[config.mk]
export PLATFORM = sky130hd
export DESIGN_NAME = rgb_led_serial_driver_unit
export DESIGN_NICKNAME = d
export VERILOG_FILES = /design/src/rlsd_pkg.sv /design/src/rlsd_scale.sv /design/src/rlsd_core.sv /design/src/rgb_led_serial_driver_unit.sv
export SDC_FILE = /design/constraint.sdc
export NUM_CORES = 2
export LEC_CHECK = 0
export ABC_AREA = 1
export BUFFER_PORTS_ARGS = -buffer_cell sky130_fd_sc_hd__clkbuf_2
export CAP_MARGIN = 40
export CELL_PAD_IN_SITES_DETAIL_PLACEMENT = 1
export CELL_PAD_IN_SITES_GLOBAL_PLACEMENT = 2
export CORE_MARGIN = 4
export CORE_UTILIZATION = 36
export CTS_BUF_LIST = sky130_fd_sc_hd__clkbuf_2 sky130_fd_sc_hd__clkbuf_4 sky130_fd_sc_hd__clkbuf_8
export DETAILED_ROUTE_END_ITERATION = 10
export MAX_ROUTING_LAYER = met4
export PLACE_DENSITY = 0.81
export SLEW_MARGIN = 20
export SYNTH_ARGS = -nofsm -noshare
export SYNTH_HDL_FRONTEND = slang
export SYNTH_SLANG_ARGS = --single-unit
[constraint.sdc]
create_clock -name clk -period 5.8 [get_ports clk]
set_input_delay 0.87 -clock clk [delete_from_list [all_inputs] [get_ports clk]]
set_output_delay 0.87 -clock clk [all_outputs]
set_load 0.005 [all_outputs]
[src/rlsd_pkg.sv]
// Shared definitions for the serial RGB LED driver: item kinds, register
// indexes, reset values, the configuration and result structs, and the
// divide-by-100 helper. No dependencies.
package rlsd_pkg;

  localparam int FRAME_BITS_DEF  = 24;
  localparam int DELAY_WIDTH_DEF = 20;

  localparam int CFG_DATA_W  = 20;
  localparam int CFG_INDEX_W = 3;

  // Input item kinds.
  localparam logic [1:0] KIND_TICK       = 2'd0;
  localparam logic [1:0] KIND_STATUS     = 2'd1;
  localparam logic [1:0] KIND_BRIGHTNESS = 2'd2;
  localparam logic [1:0] KIND_COLOUR     = 2'd3;

  // Configuration register indexes.
  localparam logic [CFG_INDEX_W-1:0] CFG_ZERO_HIGH   = 3'd0;
  localparam logic [CFG_INDEX_W-1:0] CFG_ONE_HIGH    = 3'd1;
  localparam logic [CFG_INDEX_W-1:0] CFG_BIT_PERIOD  = 3'd2;
  localparam logic [CFG_INDEX_W-1:0] CFG_LATCH       = 3'd3;
  localparam logic [CFG_INDEX_W-1:0] CFG_POWER_DELAY = 3'd4;

  localparam logic [7:0]  ZERO_HIGH_RST   = 8'd2;
  localparam logic [7:0]  ONE_HIGH_RST    = 8'd4;
  localparam logic [7:0]  BIT_PERIOD_RST  = 8'd8;
  localparam logic [15:0] LATCH_RST       = 16'd1020;
  localparam logic [19:0] POWER_DELAY_RST = 20'd333334;

  localparam logic [7:0] BRIGHTNESS_MAX = 8'd100;
  localparam logic [7:0] SEEN_RST       = 8'hFF;
  localparam logic [7:0] STATUS_OFF     = 8'd0;
  localparam logic [7:0] STATUS_ON      = 8'd1;

  typedef struct packed {
    logic [7:0]  zero_high_ticks;
    logic [7:0]  one_high_ticks;
    logic [7:0]  bit_period_ticks;
    logic [15:0] latch_ticks;
    logic [19:0] power_delay_ticks;
  } cfg_t;

  typedef struct packed {
    logic        data_pin;
    logic        power_enable;
    logic        sending;
    logic [23:0] frame_word;
  } res_t;

  // Exact floor(p / 100) for p <= 25500 using a reciprocal multiply.
  function automatic logic [7:0] div100(input logic [14:0] p);
    logic [27:0] m;
    m = 28'(p) * 28'd5243;
    return m[26:19];
  endfunction

endpackage

[src/rlsd_scale.sv]
// Brightness and colour holding registers with the channel products kept
// registered, and the divide-by-100 that yields the scaled GRB word.
// Depends on rlsd_pkg.
module rlsd_scale (
  input  logic        clk,
  input  logic        rst,
  input  logic        step,
  input  logic [1:0]  kind,
  input  logic [7:0]  write_value,
  input  logic [7:0]  red,
  input  logic [7:0]  green,
  input  logic [7:0]  blue,
  output logic [6:0]  brightness,
  output logic [23:0] scaled_word
);
  import rlsd_pkg::*;

  logic [7:0]  colour_red;
  logic [7:0]  colour_green;
  logic [7:0]  colour_blue;
  logic [14:0] prod_red;
  logic [14:0] prod_green;
  logic [14:0] prod_blue;
  logic [6:0]  bright_new;

  assign bright_new = (write_value > BRIGHTNESS_MAX) ? BRIGHTNESS_MAX[6:0] : write_value[6:0];

  // Products follow each colour or brightness write so the next tick sees them ready.
  always_ff @(posedge clk) begin
    if (rst) begin
      brightness   <= '0;
      colour_red   <= '0;
      colour_green <= '0;
      colour_blue  <= '0;
      prod_red     <= '0;
      prod_green   <= '0;
      prod_blue    <= '0;
    end else if (step) begin
      if (kind == KIND_COLOUR) begin
        colour_red   <= red;
        colour_green <= green;
        colour_blue  <= blue;
        prod_red     <= 15'(red) * 15'(brightness);
        prod_green   <= 15'(green) * 15'(brightness);
        prod_blue    <= 15'(blue) * 15'(brightness);
      end else if (kind == KIND_BRIGHTNESS) begin
        brightness <= bright_new;
        prod_red   <= 15'(colour_red) * 15'(bright_new);
        prod_green <= 15'(colour_green) * 15'(bright_new);
        prod_blue  <= 15'(colour_blue) * 15'(bright_new);
      end
    end
  end

  assign scaled_word = {div100(prod_green), div100(prod_red), div100(prod_blue)};

endmodule

[src/rlsd_core.sv]
// Status tracking, power sequencing and bit waveform timing for one item
// per step; produces the next result word. Depends on rlsd_pkg.
module rlsd_core #(
  parameter int FRAME_BITS  = rlsd_pkg::FRAME_BITS_DEF,
  parameter int DELAY_WIDTH = rlsd_pkg::DELAY_WIDTH_DEF
) (
  input  logic           clk,
  input  logic           rst,
  input  logic           step,
  input  logic [1:0]     kind,
  input  logic [7:0]     write_value,
  input  rlsd_pkg::cfg_t cfg,
  input  logic [6:0]     brightness,
  input  logic [23:0]    scaled_word,
  output rlsd_pkg::res_t result
);
  import rlsd_pkg::*;

  localparam int BI_W = $clog2(FRAME_BITS);
  localparam int CW   = (DELAY_WIDTH > 20) ? DELAY_WIDTH : 20;

  localparam logic [1:0] PH_IDLE  = 2'd0;
  localparam logic [1:0] PH_BITS  = 2'd1;
  localparam logic [1:0] PH_LATCH = 2'd2;

  logic [7:0]             status_value, status_value_next;
  logic                   update_pending, update_pending_next;
  logic [7:0]             seen_status, seen_status_next;
  logic [7:0]             seen_brightness, seen_brightness_next;
  logic                   power_on, power_on_next;
  logic                   power_waiting, power_waiting_next;
  logic [DELAY_WIDTH-1:0] delay_count, delay_count_next;
  logic [23:0]            frame_buffer, frame_buffer_next;
  logic [1:0]             send_phase, send_phase_next;
  logic [BI_W-1:0]        bit_index, bit_index_next;
  logic [15:0]            slot_count, slot_count_next;

  logic                   need;
  logic [DELAY_WIDTH-1:0] delay_inc;
  logic [16:0]            slot_inc;
  logic [BI_W:0]          bit_inc;
  logic [BI_W-1:0]        bit_pos;
  logic [FRAME_BITS-1:0]  frame_ext;
  logic [7:0]             high_ticks;

  always_comb begin
    status_value_next    = status_value;
    update_pending_next  = update_pending;
    seen_status_next     = seen_status;
    seen_brightness_next = seen_brightness;
    power_on_next        = power_on;
    power_waiting_next   = power_waiting;
    delay_count_next     = delay_count;
    frame_buffer_next    = frame_buffer;
    send_phase_next      = send_phase;
    bit_index_next       = bit_index;
    slot_count_next      = slot_count;

    need = (seen_status != status_value) || (seen_brightness != {1'b0, brightness}) ||
           update_pending;
    delay_inc = (delay_count == '1) ? delay_count : delay_count + 1'b1;
    slot_inc  = {1'b0, slot_count} + 17'd1;
    bit_inc   = {1'b0, bit_index} + 1'b1;

    if (step) begin
      case (kind)
        KIND_STATUS: begin
          status_value_next = write_value;
        end
        KIND_COLOUR: begin
          update_pending_next = 1'b1;
        end
        KIND_BRIGHTNESS: begin
          // Held in the scaling unit.
        end
        default: begin
          if (send_phase == PH_BITS) begin
            if (slot_inc >= {9'd0, cfg.bit_period_ticks}) begin
              slot_count_next = '0;
              if (bit_inc >= (BI_W+1)'(FRAME_BITS)) begin
                send_phase_next = PH_LATCH;
                bit_index_next  = '0;
              end else begin
                bit_index_next = bit_inc[BI_W-1:0];
              end
            end else begin
              slot_count_next = slot_inc[15:0];
            end
          end else if (send_phase != PH_IDLE) begin
            if (slot_inc >= {1'b0, cfg.latch_ticks}) begin
              send_phase_next = PH_IDLE;
              slot_count_next = '0;
            end else begin
              slot_count_next = slot_inc[15:0];
            end
          end else begin
            seen_status_next     = status_value;
            seen_brightness_next = {1'b0, brightness};
            if (status_value == STATUS_OFF) begin
              power_on_next      = 1'b0;
              power_waiting_next = 1'b0;
              if (need) begin
                frame_buffer_next   = scaled_word;
                update_pending_next = 1'b0;
              end
            end else if (status_value == STATUS_ON) begin
              if (!power_on) begin
                power_on_next      = 1'b1;
                power_waiting_next = 1'b1;
                delay_count_next   = '0;
              end else if (power_waiting) begin
                if (CW'(delay_inc) < CW'(cfg.power_delay_ticks)) begin
                  delay_count_next = delay_inc;
                end else begin
                  frame_buffer_next   = scaled_word;
                  send_phase_next     = PH_BITS;
                  bit_index_next      = '0;
                  slot_count_next     = '0;
                  update_pending_next = 1'b0;
                  power_waiting_next  = 1'b0;
                  delay_count_next    = '0;
                end
              end else if (need) begin
                frame_buffer_next   = scaled_word;
                send_phase_next     = PH_BITS;
                bit_index_next      = '0;
                slot_count_next     = '0;
                update_pending_next = 1'b0;
              end
            end
          end
        end
      endcase
    end
  end

  // Leading bit positions beyond the 24-bit buffer go out as zeros.
  assign frame_ext  = FRAME_BITS'(frame_buffer_next);
  assign bit_pos    = BI_W'(FRAME_BITS - 1) - bit_index_next;
  assign high_ticks = frame_ext[bit_pos] ? cfg.one_high_ticks : cfg.zero_high_ticks;

  always_comb begin
    result.data_pin     = (send_phase_next == PH_BITS) && (slot_count_next < {8'd0, high_ticks});
    result.power_enable = power_on_next;
    result.sending      = (send_phase_next != PH_IDLE);
    result.frame_word   = frame_buffer_next;
  end

  always_ff @(posedge clk) begin
    if (rst) begin
      status_value    <= '0;
      update_pending  <= 1'b0;
      seen_status     <= SEEN_RST;
      seen_brightness <= SEEN_RST;
      power_on        <= 1'b0;
      power_waiting   <= 1'b0;
      delay_count     <= '0;
      frame_buffer    <= '0;
      send_phase      <= PH_IDLE;
      bit_index       <= '0;
      slot_count      <= '0;
    end else begin
      status_value    <= status_value_next;
      update_pending  <= update_pending_next;
      seen_status     <= seen_status_next;
      seen_brightness <= seen_brightness_next;
      power_on        <= power_on_next;
      power_waiting   <= power_waiting_next;
      delay_count     <= delay_count_next;
      frame_buffer    <= frame_buffer_next;
      send_phase      <= send_phase_next;
      bit_index       <= bit_index_next;
      slot_count      <= slot_count_next;
    end
  end

endmodule

[src/rgb_led_serial_driver_unit.sv]
// Top level of the serial RGB LED driver: input register, configuration
// registers, output register. Depends on rlsd_pkg, rlsd_scale, rlsd_core.
//
// Usage: each word on the input channel is a base-time tick (kind 0) or a
// write of status, brightness or colour. Every accepted word yields exactly
// one result word: data line level, power enable, sending flag and the
// current scaled GRB frame buffer. Timing registers are written through the
// cfg_write / cfg_index / cfg_data port; the user must write them only while
// the block is idle, as the block itself does not enforce it. An accepted
// word sits in the input register while the status/waveform logic works
// on it; the result is loaded into the output register when it is free. One
// word is accepted per cycle when the output side keeps up; the rate is set
// by the single update of the state registers per word. Brightness and
// colour products are registered at write time so a tick right after a
// write sees the new values.
// Reset clears all state to power off, status 0, brightness 0, colour 0 and
// restores the timing register defaults; no clearing pass is needed.
// When the receiver stalls, the result holds, the input register fills and
// in_ready drops until the result is taken.
module rgb_led_serial_driver_unit #(
  parameter int FRAME_BITS  = rlsd_pkg::FRAME_BITS_DEF,
  parameter int DELAY_WIDTH = rlsd_pkg::DELAY_WIDTH_DEF
) (
  input  logic                             clk,
  input  logic                             rst,
  input  logic                             in_valid,
  output logic                             in_ready,
  input  logic [1:0]                       kind,
  input  logic [7:0]                       write_value,
  input  logic [7:0]                       red,
  input  logic [7:0]                       green,
  input  logic [7:0]                       blue,
  output logic                             out_valid,
  input  logic                             out_ready,
  output logic                             data_pin,
  output logic                             power_enable,
  output logic                             sending,
  output logic [23:0]                      frame_word,
  input  logic                             cfg_write,
  input  logic [rlsd_pkg::CFG_INDEX_W-1:0] cfg_index,
  input  logic [rlsd_pkg::CFG_DATA_W-1:0]  cfg_data
);
  import rlsd_pkg::*;

  logic       in_full;
  logic [1:0] kind_r;
  logic [7:0] write_value_r;
  logic [7:0] red_r;
  logic [7:0] green_r;
  logic [7:0] blue_r;
  logic       step;
  cfg_t       cfg;
  res_t       result;
  res_t       result_r;
  logic [6:0] brightness;
  logic [23:0] scaled_word;

  assign step     = in_full && (!out_valid || out_ready);
  assign in_ready = !in_full || step;

  always_ff @(posedge clk) begin
    if (rst) begin
      in_full <= 1'b0;
    end else if (in_valid && in_ready) begin
      in_full <= 1'b1;
    end else if (step) begin
      in_full <= 1'b0;
    end
  end

  always_ff @(posedge clk) begin
    if (in_valid && in_ready) begin
      kind_r        <= kind;
      write_value_r <= write_value;
      red_r         <= red;
      green_r       <= green;
      blue_r        <= blue;
    end
  end

  always_ff @(posedge clk) begin
    if (rst) begin
      cfg.zero_high_ticks   <= ZERO_HIGH_RST;
      cfg.one_high_ticks    <= ONE_HIGH_RST;
      cfg.bit_period_ticks  <= BIT_PERIOD_RST;
      cfg.latch_ticks       <= LATCH_RST;
      cfg.power_delay_ticks <= POWER_DELAY_RST;
    end else if (cfg_write) begin
      case (cfg_index)
        CFG_ZERO_HIGH:   cfg.zero_high_ticks   <= cfg_data[7:0];
        CFG_ONE_HIGH:    cfg.one_high_ticks    <= cfg_data[7:0];
        CFG_BIT_PERIOD:  cfg.bit_period_ticks  <= cfg_data[7:0];
        CFG_LATCH:       cfg.latch_ticks       <= cfg_data[15:0];
        CFG_POWER_DELAY: cfg.power_delay_ticks <= cfg_data[19:0];
        default: begin
        end
      endcase
    end
  end

  rlsd_scale u_scale (
    .clk         (clk),
    .rst         (rst),
    .step        (step),
    .kind        (kind_r),
    .write_value (write_value_r),
    .red         (red_r),
    .green       (green_r),
    .blue        (blue_r),
    .brightness  (brightness),
    .scaled_word (scaled_word)
  );

  rlsd_core #(
    .FRAME_BITS  (FRAME_BITS),
    .DELAY_WIDTH (DELAY_WIDTH)
  ) u_core (
    .clk         (clk),
    .rst         (rst),
    .step        (step),
    .kind        (kind_r),
    .write_value (write_value_r),
    .cfg         (cfg),
    .brightness  (brightness),
    .scaled_word (scaled_word),
    .result      (result)
  );

  always_ff @(posedge clk) begin
    if (rst) begin
      out_valid <= 1'b0;
    end else if (step) begin
      out_valid <= 1'b1;
    end else if (out_ready) begin
      out_valid <= 1'b0;
    end
  end

  always_ff @(posedge clk) begin
    if (step) begin
      result_r <= result;
    end
  end

  assign data_pin     = result_r.data_pin;
  assign power_enable = result_r.power_enable;
  assign sending      = result_r.sending;
  assign frame_word   = result_r.frame_word;

endmodule

=== Word-level counts from Yosys, hierarchy flattened ===
Index checks and enable logic that the tools add are counted.

* Add/sub/neg operators: 4
* Multipliers: 9
* $lt $le $gt $ge: 7
* Eq/ne operators: 17
* Mux-type cells: 85
* Bitwise gates (word level): 6
* Reductions and logical operators: 34

{| class="wikitable"
|+ Operators with widths
! cell !! number
|-
| 2-to-1 mux 24 bit || 10
|-
| 2-to-1 mux 16 bit || 12
|-
| multiplier 8 x 7 -> 15 bit || 6
|-
| 2-to-1 mux 15 bit || 6
|-
| multiplier 15 x 13 -> 27 bit, second input constant || 3
|-
| 2-to-1 mux 20 bit || 4
|-
| 2-to-1 mux 5 bit || 12
|-
| 2-to-1 mux 2 bit || 13
|-
| 2-to-1 mux 1 bit || 24
|-
| adder 20 x 1 -> 20 bit, second input constant || 1
|-
| == test 20 bit, second input constant || 1
|-
| less-than comparator 20 bit || 1
|-
| adder 16 x 1 -> 17 bit, second input constant || 1
|-
| >= comparator 17 x 16 -> 1 bit || 1
|-
| >= comparator 17 x 8 -> 1 bit || 1
|-
| less-than comparator 16 x 8 -> 1 bit || 1
|-
| AND reduction 2 bit || 8
|-
| AND reduction 7 bit || 2
|-
| nonzero test 2 bit || 6
|-
| == test 8 x 1 -> 1 bit, second input constant || 1
|-
| > comparator 8 x 7 -> 1 bit, second input constant || 1
|-
| logical NOT 8 bit || 1
|-
| 2-to-1 mux 8 bit || 1
|-
| != test 8 x 7 -> 1 bit || 1
|-
| other kinds (26) || 44
|}

* Register bits after elaboration: 293
* Bits of input ports: 62
* Output and inout bits: 29
* Logic and storage cells: 196

=== Longest topological paths before layout ===
* Depth in word-level cells: 18
* Gate-level depth with buffers: 39
* Mapped depth without buffers: 39

=== Hierarchy ===
Synthesis repeated with hierarchy kept, for this count alone.

* Cells, all modules: 5427
* Area, all modules: 39150.0 um^2

{| class="wikitable"
|+ Modules (own cells, without submodules)
! module !! times used !! cells each !! area each (um^2) !! seq. area each (um^2)
|-
| rlsd_scale || 1 || 3667 || 26651.8 || 1521.5
|-
| rlsd_core || 1 || 1351 || 8240.4 || 1881.8
|-
| rgb_led_serial_driver_unit || 1 || 409 || 4257.8 || 3072.9
|}

=== Least setup slack after synthesis ===
Ideal clock, no wire load.

* Path kind: reg2reg
* Start: reg u_scale.prod_blue[12]
* End: reg result_r (netlist bit data_pin), data pin
* Setup time: 140 ps
* Arrival time: 5752 ps
* Data required time: 5660 ps
* Path slack: -92 ps
* Cell stages (with the launch flop): 32
* Buffers on the path: 0
* Clock period less this slack: 5892 ps
* Path through: dfxtp_1 fa_1 ha_1 inv_1 fa_1 inv_1 fa_1 inv_1 fa_1 inv_1 ha_1 nand2_1 nor4_1 nand4_1 nand4_1 a21oi_1 or2_2 nand4_1 nand2_1 nand2_1 nand3_1 nand3_1 nand3_1 nand2_1 inv_2 nand2_4 mux2i_1 ha_1 a21oi_1 o211a_1 nand3b_1 a21oi_2

{| class="wikitable"
|+ RTL lines
! item !! line !! text
|-
| start: declaration || rlsd_scale.sv:23 || <nowiki>logic [14:0] prod_blue;</nowiki>
|-
| start signal: assignment || rlsd_scale.sv:45 || <nowiki>prod_blue <= 15'(blue) * 15'(brightness);</nowiki>
|-
| start signal: assignment || rlsd_scale.sv:50 || <nowiki>prod_blue <= 15'(colour_blue) * 15'(bright_new);</nowiki>
|-
| end signal: assignment || rgb_led_serial_driver_unit.sv:141 || <nowiki>result_r <= result;</nowiki>
|-
| end: declaration || rgb_led_serial_driver_unit.sv:54 || <nowiki>res_t result_r;</nowiki>
|}

==> results.sh <==
export IMPL_overflow=0
export IMPL_drv_slew=0
export IMPL_comb_power_share_pct=38.8
export IMPL_antenna_found_initial=3
export IMPL_setup_tns_final_ns=-0.933
export IMPL_avgViaCountPerCell=5.00
export IMPL_fin_util_pct=45.7
export IMPL_max_stage_delay_ns=0.54
export IMPL_wirelength_microns=120000
export IMPL_clock_skew_ns=0.0481
export IMPL_crit_slowest_cell="fa_1"
export IMPL_seq_power_share_pct=28.2
export IMPL_relSlewSlack_pct=46.1
export IMPL_clockRootBuffer="clkbuf_8"
export IMPL_gp_congestion=0.884
export IMPL_ys_seq_area_share_pct=18.1
export IMPL_synth_largest_area_cell="fa_1"
export IMPL_synth_area_leaders="fa_1 21%, ha_1 19%, dfxtp_1 13%"
export IMPL_dp_hpwl_microns=96300
export IMPL_die_height_microns=324
export IMPL_hold_ws_ns=0.278
export IMPL_synth_edf_count=61
export IMPL_io_pins=91
export IMPL_die_x_microns=324
export IMPL_worst_path_max_fanout=7
export IMPL_worstRegToRegCells=37
export IMPL_hold_class="in2reg"
export IMPL_clk_latency_ns=0.76
export IMPL_cts_hold_buf=0
export IMPL_ys_ff_latch=293
export IMPL_rsz0062_at_grt="yes"
export IMPL_drive_above_1_share_pct=22.6
export IMPL_whs_path_depth=1
export IMPL_vias=32200
export IMPL_leakagePower_nw=23.9
export IMPL_wl_per_cell_microns=18.7
export IMPL_worstPathRequired_ns=6.39
export IMPL_r2r_slack_ns=-0.43
export IMPL_cts_tree="done"
export IMPL_worst_path_most_repeated_cell="nand2_2"
export IMPL_failed_checks="setup timing"
export IMPL_hold_violations=0
export IMPL_layoutNonFillerInstCount=6447
export IMPL_p_sw_share_pct=37.0
export IMPL_yosys_warnings=0
export IMPL_ctsHtreeMaxLevel=2
export IMPL_place_port_buffers=90
export IMPL_p_sw_mw=2.96
export IMPL_arrival_ns=6.82
export IMPL_register_area_sq_mm=0.00656
export IMPL_r2r_end="data_pin"
export IMPL_num_fill_cells=11800
export IMPL_p_clk_share_pct=33.0
export IMPL_drtIter0Drc=1274
export IMPL_finalPower_mw=8.00
export IMPL_gr_usage_all_layers_pct=23.4
export IMPL_cts_buffers=61
export IMPL_cp_start_kind="register"
export IMPL_async_flop_share_pct=0
export IMPL_drt_antenna_violating_nets=0
export IMPL_grt_pass1_wl_microns=187000
export IMPL_synthCells=4548
export IMPL_design_area_sq_mm=0.0451
export IMPL_place_inst=6257
export IMPL_fin_crit_sh_pct=107
export IMPL_dieArea_sq_mm=0.105
export IMPL_setup_viol=7
export IMPL_fin_ws_ns=-0.432
export IMPL_outcome="finished, violations left"
export IMPL_cts_max_path_buffers=3
export IMPL_tightest_slew_ns=0.807
export IMPL_first_pass_iters=5
export IMPL_crit_path_end="data_pin"
export IMPL_layout_min_cycle_time_ns=6.23
export IMPL_fmax_mhz=160
export IMPL_core_area_sq_mm=0.0986
export IMPL_path_class="reg2reg"
export IMPL_grt_pass1_vias=34300
export IMPL_cts_clk_slew_worst_paths_ns=0.07
export IMPL_dpl_instance_area_sq_mm=0.0411
export IMPL_synthesis_area_sq_mm=0.0359
export IMPL_drc=0
export IMPL_synth_ff_type="dfxtp_1"
export IMPL_p_per_area_mw_per_mm2=177
export IMPL_rows=115
export IMPL_cts_sinks=293
export IMPL_synth_nets=5538
export IMPL_r2r_start="u_scale.prod_red[11]"
export IMPL_crit_path_end_kind="register"
export IMPL_grt_max_degree=66
export IMPL_synth_distinct_cells=65
export IMPL_startpoint="u_scale.prod_red[11]"
export IMPL_start_util_pct=36.4
export IMPL_p_int_mw=5.03
export IMPL_place_ws_ns=-0.792
export IMPL_syn_avg_cell_area_sq_um=7.89
export IMPL_max_cap_violations=0
export IMPL_area_delta_synth_final_pct=25.7
export IMPL_fin_nets=6099
export IMPL_vdd_drop_max_uv=262
export IMPL_netlist_area_leader_share_pct=21.1
export IMPL_multi_input_area_sq_mm=0.0267
[state kept, by name (all words and copies together), names as in the netlist, 5 cells and up]
register,count
cfg,60
u_core.slot_count,16
u_scale.prod_red,15
green_r,8
u_scale.prod_green,15
u_core.status_value,8
u_scale.colour_green,8
blue_r,8
u_core.delay_count,20
u_core.frame_buffer,24
u_scale.prod_blue,15
u_scale.brightness,7
u_core.bit_index,5
u_core.seen_brightness,8
u_core.seen_status,8
red_r,8
u_scale.colour_blue,8
write_value_r,8
u_scale.colour_red,8
frame_word,24
[cells in the mapped netlist, types with 9 or more instances]
master	number
a21o_1	11
a21oi_1	305
a31oi_1	29
buf_1	16
clkbuf_1	109
clkinv_1	9
dfxtp_1	232
edfxtp_1	61
fa_1	378
ha_1	550
inv_1	1021
nand2_1	775
nand2_2	17
nand2_4	9
nand3_1	178
nand3b_1	9
nand4_1	35
nor2_1	284
nor3_1	32
nor4_1	9
o211ai_1	47
o21ai_0	223
o21bai_1	9
o22ai_1	12
xnor2_1	34
xor2_1	43
[cell families after synthesis]
logic type	synth area share (%)
simple gates	16.3
buf+inv	12.4
xor+xnor	1.88
flops	18.1
mux	0.223
compound gates	10.8
fa+ha+maj	40.3
[critical path, delay by kind of cell, from the launching register on]
| family | cells | cell delay (ns) |
|---|---|---|
| adders and majority gates | 7 | 2.96 |
| and+or+nand+nor | 19 | 1.64 |
| buffers and inverters | 7 | 0.44 |
| AOI/OAI and AO/OA | 3 | 0.44 |
| DFF | 1 | 0.37 |
| muxes | 1 | 0.23 |
[layer usage]
metal	vias to the layer above	global-route usage [%]	part of all wire (%)
met3	165	2.90	3.3
li1	15500	-	-
met4	0	6.71	3.0
met1	16100	30.7	47
met5	-	-	0
met2	452	38.0	47
[placed cells by master (no fill, tap or decap), types with 9 or more instances in the layout]
cell      netlist  routed
a21o_1         11      11
a21oi_1       305     262
a21oi_2         2      42
a31oi_1        29      27
buf_12          1      15
buf_4           2     492
buf_6           2      38
clkbuf_2        4      89
clkbuf_4        0      22
clkbuf_8        0      68
clkinv_1        9      10
dfxtp_1       232     201
dfxtp_2         0      14
dfxtp_4         0      17
edfxtp_1       61      61
fa_1          378     375
ha_1          550     497
ha_4            0      49
inv_1        1021     973
inv_2           7      47
nand2_1       775     714
nand2_2        17      68
nand2_4         9      17
nand3_1       178     146
nand3_2         1      26
nand3_4         2       9
nand3b_1        9       9
nand4_1        35      35
nor2_1        284     237
nor2_2          1      32
nor2_4          4      20
nor3_1         32      30
o211ai_1       47      47
o21ai_0       223     185
o21ai_1         2      24
o21ai_2         3      19
o22ai_1        12      12
xnor2_1        34      33
xor2_1         43      43
[area by class of cell]
class	count	area share, %
clock inverters	21	0.733
inverters	1037	8.68
clock buffers	90	2.44
repair buffers	635	10.9
well taps	1287	3.57
multi-input cells	3081	59.2
diodes	3	0.0166
flip-flops and latches	293	14.5
[how the worst min path moves through the flow]
| stage | from | end | slack [ns] |
|---|---|---|---|
| 2_1_floorplan | u_core.seen_brightness[7] | u_core.seen_brightness[7] | 0.42 |
| 3_3_place_gp | u_core.seen_brightness[7] | u_core.seen_brightness[7] | 0.43 |
| 3_5_place_dp | u_core.seen_brightness[7] | u_core.seen_brightness[7] | 0.45 |
| 4_1_cts | blue[4] | blue_r[4] | 0.20 |
| 5_1_grt | blue[4] | blue_r[4] | 0.24 |
| 6_report | blue[4] | blue_r[4] | 0.28 |
[power by group through the flow]
stage	sequential (mW)	combinational, mW	clock [mW]
after global placement	2.29	2.49	0
after floorplan	2.26	1.52	0
final	2.25	3.11	2.64
after CTS	2.25	2.89	2.72
after detailed placement	2.29	2.59	0
after global routing	2.26	3.49	2.81
[repair_timing]
| item | CTS | global route |
|---|---|---|
| resized for setup | 218 | 283 |
| buffers inserted | 32 | 48 |
| pin swaps | 84 | 212 |
| setup endpoints to repair | 16 | 19 |
Note: power is estimated with default switching activity, not from simulation.
